==> src/rtl/isq_pkg.sv <==
`timescale 1ns / 1ps
`default_nettype none

package isq_pkg;

  localparam int MAX_LANES = 8;
  localparam int RAD_W     = 16;
  localparam int ROOT_W    = 8;
  localparam int STEP_W    = 4;
  localparam int MAX_STEPS = 8;

  localparam logic [STEP_W-1:0] STEP_RESET = 4'd8;
  localparam logic [STEP_W-1:0] STEP_MIN   = 4'd1;
  localparam logic [STEP_W-1:0] STEP_MAX   = 4'd8;

  // Per-lane working state carried from cell to cell.
  typedef struct packed {
    logic [RAD_W-1:0] rem;
    logic [RAD_W-1:0] root;
  } isq_lane_t;

endpackage

`default_nettype wire

==> src/rtl/isq_cell.sv <==
`timescale 1ns / 1ps
`default_nettype none

// One recurrence step for all lanes, registered. IDX fixes the step's bit.
module isq_cell import isq_pkg::*; #(
  parameter int IDX   = 0,
  parameter int LANES = 8
) (
  input  wire logic clk,
  input  wire logic rst,
  input  wire logic active,
  input  wire logic up_valid,
  output logic      up_ready,
  input  wire isq_lane_t up_lane [LANES],
  output logic      dn_valid,
  input  wire logic dn_ready,
  output isq_lane_t dn_lane [LANES]
);

  localparam logic [RAD_W-1:0] BIT = RAD_W'(1) << (2 * (MAX_STEPS - 1 - IDX));

  isq_lane_t lane_next [LANES];

  always_comb begin
    for (int i = 0; i < LANES; i++) begin
      logic [RAD_W-1:0] t;
      logic             ge;
      t  = up_lane[i].root + BIT;
      ge = (up_lane[i].rem >= t);
      if (active) begin
        lane_next[i].rem  = ge ? (up_lane[i].rem - t) : up_lane[i].rem;
        lane_next[i].root = (up_lane[i].root >> 1) + (ge ? BIT : '0);
      end else begin
        lane_next[i] = up_lane[i];
      end
    end
  end

  // Load when empty or when the downstream cell takes the current transaction.
  assign up_ready = !dn_valid || dn_ready;

  always_ff @(posedge clk) begin
    if (rst) begin
      dn_valid <= 1'b0;
    end else if (up_ready) begin
      dn_valid <= up_valid;
    end
  end

  always_ff @(posedge clk) begin
    if (up_ready && up_valid) begin
      dn_lane <= lane_next;
    end
  end

endmodule

`default_nettype wire

==> src/rtl/restoring_isqrt_lanes.sv <==
`timescale 1ns / 1ps
`default_nettype none

// Eight-lane restoring integer square root.
//
// Input channel (in_valid/in_ready) carries eight 16-bit unsigned radicands
// per transaction; output channel (out_valid/out_ready) returns eight 8-bit
// roots, one result transaction per input transaction, in order.
// Config channel (cfg_valid/cfg_ready) writes step_count (1..8, 0 acts as 1,
// values above 8 act as 8). cfg_ready is always high; write only while idle.
//
// The datapath is a chain of eight cells, one recurrence step each, all
// lanes side by side. Cells ahead of the entry bit pass data through
// unchanged but still register it, so every radicand passes through all
// eight cell registers. Throughput is one transaction per cycle while the
// receiver keeps out_ready high, set by the single-step cell.
// Each cell has its own valid bit and loads when empty or when its neighbor
// drains, so a stalled receiver lets bubbles collapse and in_ready drops only
// once all eight cells hold data. Reset empties the chain and sets
// step_count to 8. Lanes at or beyond LANE_COUNT read zero.
module restoring_isqrt_lanes import isq_pkg::*; #(
  parameter int LANE_COUNT = 8
) (
  input  wire logic               clk,
  input  wire logic               rst,
  input  wire logic               cfg_valid,
  output logic                    cfg_ready,
  input  wire logic [STEP_W-1:0]  step_count,
  input  wire logic               in_valid,
  output logic                    in_ready,
  input  wire logic [RAD_W-1:0]   radicand_0,
  input  wire logic [RAD_W-1:0]   radicand_1,
  input  wire logic [RAD_W-1:0]   radicand_2,
  input  wire logic [RAD_W-1:0]   radicand_3,
  input  wire logic [RAD_W-1:0]   radicand_4,
  input  wire logic [RAD_W-1:0]   radicand_5,
  input  wire logic [RAD_W-1:0]   radicand_6,
  input  wire logic [RAD_W-1:0]   radicand_7,
  output logic                    out_valid,
  input  wire logic               out_ready,
  output logic [ROOT_W-1:0]       root_0,
  output logic [ROOT_W-1:0]       root_1,
  output logic [ROOT_W-1:0]       root_2,
  output logic [ROOT_W-1:0]       root_3,
  output logic [ROOT_W-1:0]       root_4,
  output logic [ROOT_W-1:0]       root_5,
  output logic [ROOT_W-1:0]       root_6,
  output logic [ROOT_W-1:0]       root_7
);

  // Config register, stored raw and clamped on use.
  logic [STEP_W-1:0] steps;
  logic [STEP_W-1:0] eff_steps;

  assign cfg_ready = 1'b1;

  always_ff @(posedge clk) begin
    if (rst) begin
      steps <= STEP_RESET;
    end else if (cfg_valid && cfg_ready) begin
      steps <= step_count;
    end
  end

  always_comb begin
    if (steps < STEP_MIN) begin
      eff_steps = STEP_MIN;
    end else if (steps > STEP_MAX) begin
      eff_steps = STEP_MAX;
    end else begin
      eff_steps = steps;
    end
  end

  logic [RAD_W-1:0] rad_bus  [MAX_LANES];
  logic [ROOT_W-1:0] root_bus [MAX_LANES];

  assign rad_bus[0] = radicand_0;
  assign rad_bus[1] = radicand_1;
  assign rad_bus[2] = radicand_2;
  assign rad_bus[3] = radicand_3;
  assign rad_bus[4] = radicand_4;
  assign rad_bus[5] = radicand_5;
  assign rad_bus[6] = radicand_6;
  assign rad_bus[7] = radicand_7;

  // Chain links: link k feeds cell k; link MAX_STEPS is the output.
  isq_lane_t link_lane  [MAX_STEPS+1][LANE_COUNT];
  logic      link_valid [MAX_STEPS+1];
  logic      link_ready [MAX_STEPS+1];
  logic      cell_active [MAX_STEPS];

  always_comb begin
    for (int i = 0; i < LANE_COUNT; i++) begin
      link_lane[0][i].rem  = rad_bus[i];
      link_lane[0][i].root = '0;
    end
  end

  assign link_valid[0]         = in_valid;
  assign in_ready              = link_ready[0];
  assign out_valid             = link_valid[MAX_STEPS];
  assign link_ready[MAX_STEPS] = out_ready;

  for (genvar k = 0; k < MAX_STEPS; k++) begin : g_cell
    localparam logic [STEP_W:0] K = (STEP_W+1)'(k);

    // Cell k handles bit 4^(7-k); it works only once the entry bit is reached.
    assign cell_active[k] = (K + {1'b0, eff_steps}) >= (STEP_W+1)'(MAX_STEPS);

    isq_cell #(
      .IDX   (k),
      .LANES (LANE_COUNT)
    ) u_cell (
      .clk      (clk),
      .rst      (rst),
      .active   (cell_active[k]),
      .up_valid (link_valid[k]),
      .up_ready (link_ready[k]),
      .up_lane  (link_lane[k]),
      .dn_valid (link_valid[k+1]),
      .dn_ready (link_ready[k+1]),
      .dn_lane  (link_lane[k+1])
    );
  end

  for (genvar i = 0; i < MAX_LANES; i++) begin : g_out
    if (i < LANE_COUNT) begin : g_used
      assign root_bus[i] = link_lane[MAX_STEPS][i].root[ROOT_W-1:0];
    end else begin : g_unused
      assign root_bus[i] = '0;
    end
  end

  assign root_0 = root_bus[0];
  assign root_1 = root_bus[1];
  assign root_2 = root_bus[2];
  assign root_3 = root_bus[3];
  assign root_4 = root_bus[4];
  assign root_5 = root_bus[5];
  assign root_6 = root_bus[6];
  assign root_7 = root_bus[7];

  // An accepted transaction always lands in the first cell.
  a_first_cell_loads: assert property (@(posedge clk) disable iff (rst)
    in_valid && in_ready |=> link_valid[1])
    else $error("accepted transaction missing from first cell");

  // An empty first cell must never hold off the sender.
  a_ready_when_empty: assert property (@(posedge clk) disable iff (rst)
    !link_valid[1] |-> in_ready)
    else $error("in_ready low with first cell empty");

  // With all eight steps the remainder is x - r*r, which stays within 2r.
  a_full_root_bound: assert property (@(posedge clk) disable iff (rst)
    out_valid && (eff_steps == STEP_MAX) |->
      ({1'b0, link_lane[MAX_STEPS][0].rem} <= {link_lane[MAX_STEPS][0].root, 1'b0}))
    else $error("lane 0 remainder exceeds floor-root bound");

endmodule

`default_nettype wire
==> config.mk <==
export PLATFORM = sky130hd
export DESIGN_NAME = restoring_isqrt_lanes
export DESIGN_NICKNAME = d
export VERILOG_FILES = /design/src/rtl/isq_pkg.sv /design/src/rtl/isq_cell.sv /design/src/rtl/restoring_isqrt_lanes.sv
export SDC_FILE = /design/constraint.sdc
export NUM_CORES = 2
export LEC_CHECK = 0
export ABC_CLOCK_PERIOD_IN_PS = 41800
export BUFFER_PORTS_ARGS = -buffer_cell sky130_fd_sc_hd__buf_2
export CORE_MARGIN = 4
export CORE_UTILIZATION = 40
export CTS_CLUSTER_SIZE = 40
export DETAILED_ROUTE_END_ITERATION = 7
export GPL_TIMING_DRIVEN = 0
export PLACE_DENSITY = 0.62
export RECOVER_POWER = 50
export SETUP_SLACK_MARGIN = 0.2
export SLEW_MARGIN = 10
export SYNTH_ARGS = -nofsm -noshare
export SYNTH_HDL_FRONTEND = slang
export SYNTH_SLANG_ARGS = --single-unit
==> constraint.sdc <==
create_clock -name clk -period 41.8 [get_ports clk]
set_input_delay 2.09 -clock clk [delete_from_list [all_inputs] [get_ports clk]]
set_output_delay 2.09 -clock clk [all_outputs]
set_load 0.05 [all_outputs]
==> metrics.csv <==
stage,metric,value,unit
pwr,maximum VDD drop,0.0000435,V
clocking,worst skew pair latency,0.79,ns
timing,Slew Limit Headroom,-0.867,
placed_design,DP Wirelength,118000,µm
setup_path,capture point of the worst reg-to-reg path,g_cell[6].u_cell.dn_lane[80],
cells_and_area,"most common cell after layout, fill and taps aside",edfxtp_1,
routing,vias per cell,5.10,
yosys,Syn Nets,6255,
setup_path,CP max-delay cell,a21boi_0,
placed_design,Cells after DPL,8100,
routing,DR vias,42700,
floorplanning,core footprint,170000,µm²
yosys,share of synthesized registers carrying an async set or reset,0,
grt,GRT overflow,0,
floorplanning,I/O pins,204,
clocking,Bufs on Longest Clock Path,3,
floorplanning,std cell rows,151,
setup_path,max incr delay on CP,1.16,ns
yosys,post-synthesis sequential area ratio,0.595,
floorplanning,Die ar.,178000,µm²
status,failing checks,"max-capacitance violations, max-slew violations",
timing,RSZ-0062 raised after global routing,no,
grt,vias in the first global route,43100,
job,Max Cap Viol,9,
setup_path,worst-path fanout max,28,
setup_path,CP Cell Sequence,buf_2 -> nor2b_1 -> a21boi_0 -> clkbuf_1 -> clkbuf_1 -> clkbuf_1 -> buf_12 -> buf_12 -> buf_12,
grt,M2 GR Usage,0.301,
pwr,leakage power,29.5,nW
yosys,Yosys top cell area share,0.591,
setup_path,flop-to-flop setup slack,36.04,ns
cells_and_area,share of post-route cells with drive strength above 1,0.104,
routing,final wirelength,154000,µm
yosys,"EDFF count, synth",1352,
timing,setup TNS,0,ns
grt,initial antenna violation count,22,
yosys,Mapped Cells,5630,
routing,Pre-Repair DR Iteration Count,5,
setup_path,R2R depth,8,
placed_design,GP Congestion,0.885,
setup_path,cell family with most CP delay,buffers and inverters,
routing,WL/cell,18.4,µm
grt,largest net degree at the start of global routing,60,
worst_hold_path,Hold WC Path Type,reg2reg,
clocking,post-cts resize count,0,
clocking,Root Buffer Master,clkbuf_16,
clocking,H-tree levels,4,
setup_path,Crit Path Category,in2reg,
setup_path,Reg-to-Reg Start,g_cell[7].u_cell.dn_valid,
clocking,hold buffers post-CTS,0,
yosys,Area contributors post-synth,"edfxtp_1 (59%), ha_1 (8.9%), o21ai_0 (3.3%)",
setup_path,Arrival @ worst endpoint,7.21,ns
timing,final clock period utilization by the worst path,0.161,
cells_and_area,fillers,15300,
timing,Max Slew Vio Count,164,
grt,total track usage,0.171,
cells_and_area,"commonest cells after routing, fill and taps aside","edfxtp_1 (1352), inv_1 (575), ha_1 (488)",
setup_path,WP buf/inv,7,
grt,met1 global-route usage,0.203,
setup_path,Critical Path Source Type,input port,
timing,worst clock skew,0.0257,ns
pwr,Power per Cell Area,39.7,nW/µm²
yosys,Yosys reg bits,1364,
timing,crit path time final,6.74,ns
clocking,cts bufs inserted,147,
routing,Initial DRC Count,2636,
clocking,postcts setup bufs,0,
timing,Max Clock Freq,0.148,GHz
status,outcome,"finished, violations left",
cells_and_area,nets@finish,6656,
worst_hold_path,hold path start,g_cell[4].u_cell.dn_lane[211],
floorplanning,Die X,422,µm
clocking,CTS tree,built,
worst_hold_path,Hold EP,g_cell[5].u_cell.dn_lane[211],
floorplanning,Initial Utilization,0.404,
timing,Hold Fails Final Rpt,0,
grt,first-pass GRT wire length,239000,µm
floorplanning,die height,422,µm
timing,worst-margin pin slew,2.78,ns
yosys,top cell type by total area after synthesis,edfxtp_1,
setup_path,WP data required,42.27,ns
setup_path,nature of the critical path endpoint,flop,
grt,GR Util met3,0.0284,
yosys,Yosys warnings,0,
routing,ANT nets after route,0,
clocking,Clock Pin Slew Worst Setup and Hold Paths,0.06,ns
yosys,syn_area_per_cell,12.2,µm²
cells_and_area,area grow syn2layout,13.3,%
clocking,clk sink count,1364,
worst_hold_path,hold depth,0,
routing,drc violations,0,
cells_and_area,Non-Filler Instances,8373,
yosys,area of the mapped netlist,68700,µm²
timing,final setup vio count,0,
yosys,ys flop type,edfxtp_1,
yosys,synth unique cells,77,
grt,GR peak layer,met2,
timing,WHS,0.431,ns
placed_design,number of I/O port buffers,201,
synth_stat cells, types with 19 or more instances:
cell type	count
xor2_1	111
o21a_1	98
o21ai_0	451
inv_1	575
mux2i_1	23
nand3_1	63
mux2_2	181
nor2b_1	80
a21oi_1	271
nor2_1	328
nand2b_1	59
clkbuf_1	136
a21boi_0	23
nor4_1	45
ha_1	488
edfxtp_1	1352
nand4_1	38
o31ai_1	34
nand2_1	437
a31oi_1	40
xnor2_1	214
a21o_1	73
o211ai_1	24
buf_2	22
nor4b_1	19
a211oi_1	41
nor3_1	109
report_power, final:
| part | internal, mW | switching [mW] | total (mW) |
|---|---|---|---|
| Clock | 0.740 | 0.523 | 1.26 |
| Combinational | 0.0957 | 0.147 | 0.243 |
| Sequential | 1.56 | 0.0271 | 1.59 |
metal layers:
layer,share of wire,up-vias
li1,-,21300
met1,0.41,20100
met2,0.49,914
met3,0.045,340
met4,0.048,4
met5,0.00014,-
worst max path at each step:
| stage | to | depth (start not counted) | startpoint |
|---|---|---|---|
| after floorplan | g_cell[6].u_cell.dn_lane[100] | 2 | out_ready |
| after global placement | g_cell[6].u_cell.dn_lane[80] | 3 | out_ready |
| after detailed placement | in_ready | 7 | out_ready |
| after CTS | in_ready | 7 | out_ready |
| after global routing | g_cell[6].u_cell.dn_lane[70] | 9 | out_ready |
| final | g_cell[6].u_cell.dn_lane[80] | 9 | out_ready |
registers in the layout, summed over array words and instances (netlist names):
| register | flops |
|---|---|
| g_cell.u_cell.dn_lane | 1352 |
| g_cell.u_cell.dn_valid | 8 |
| steps | 4 |
logic make-up (layout without fill, tap and decap cells):
logic type | after synthesis | after routing | synth area share
multiplexers | 223 | 223 | 0.0370
buffers and inverters | 756 | 1271 | 0.0431
AO/OA/AOI/OAI | 1198 | 1198 | 0.107
flip-flops | 1364 | 1364 | 0.595
adder cells (fa/ha/maj) | 488 | 488 | 0.0889
other | 1 | 11 | 0.0000546
AND/OR/NAND/NOR | 1275 | 1275 | 0.0880
XOR/XNOR | 325 | 325 | 0.0415
per-stage QoR:
step	power, mW	utilization	area [µm²]	worst slack, ns
2_1_floorplan	1.78	-	68700	21.75
3_3_place_gp	1.86	0.426	72500	15.11
3_5_place_dp	1.86	0.433	73700	35.59
4_1_cts	3.14	0.461	78400	35.59
5_1_grt	3.22	0.457	77800	34.47
6_report	3.09	0.458	77800	35.06
layout make-up:
| cell class | count | area, µm² | area share |
|---|---|---|---|
| Sequential cell | 1364 | 40800 | 0.525 |
| Multi-Input combinational cell | 3510 | 24800 | 0.319 |
| Timing Repair Buffer | 252 | 1790 | 0.0230 |
| Inverter | 575 | 2160 | 0.0277 |
| Buffer | 181 | 718 | 0.00923 |
| Antenna cell | 10 | 25.0 | 0.000322 |
| Clock buffer | 170 | 3850 | 0.0495 |
| Clock inverter | 93 | 841 | 0.0108 |
| Tap cell | 2218 | 2780 | 0.0357 |
(Power assumes the default switching activity.)
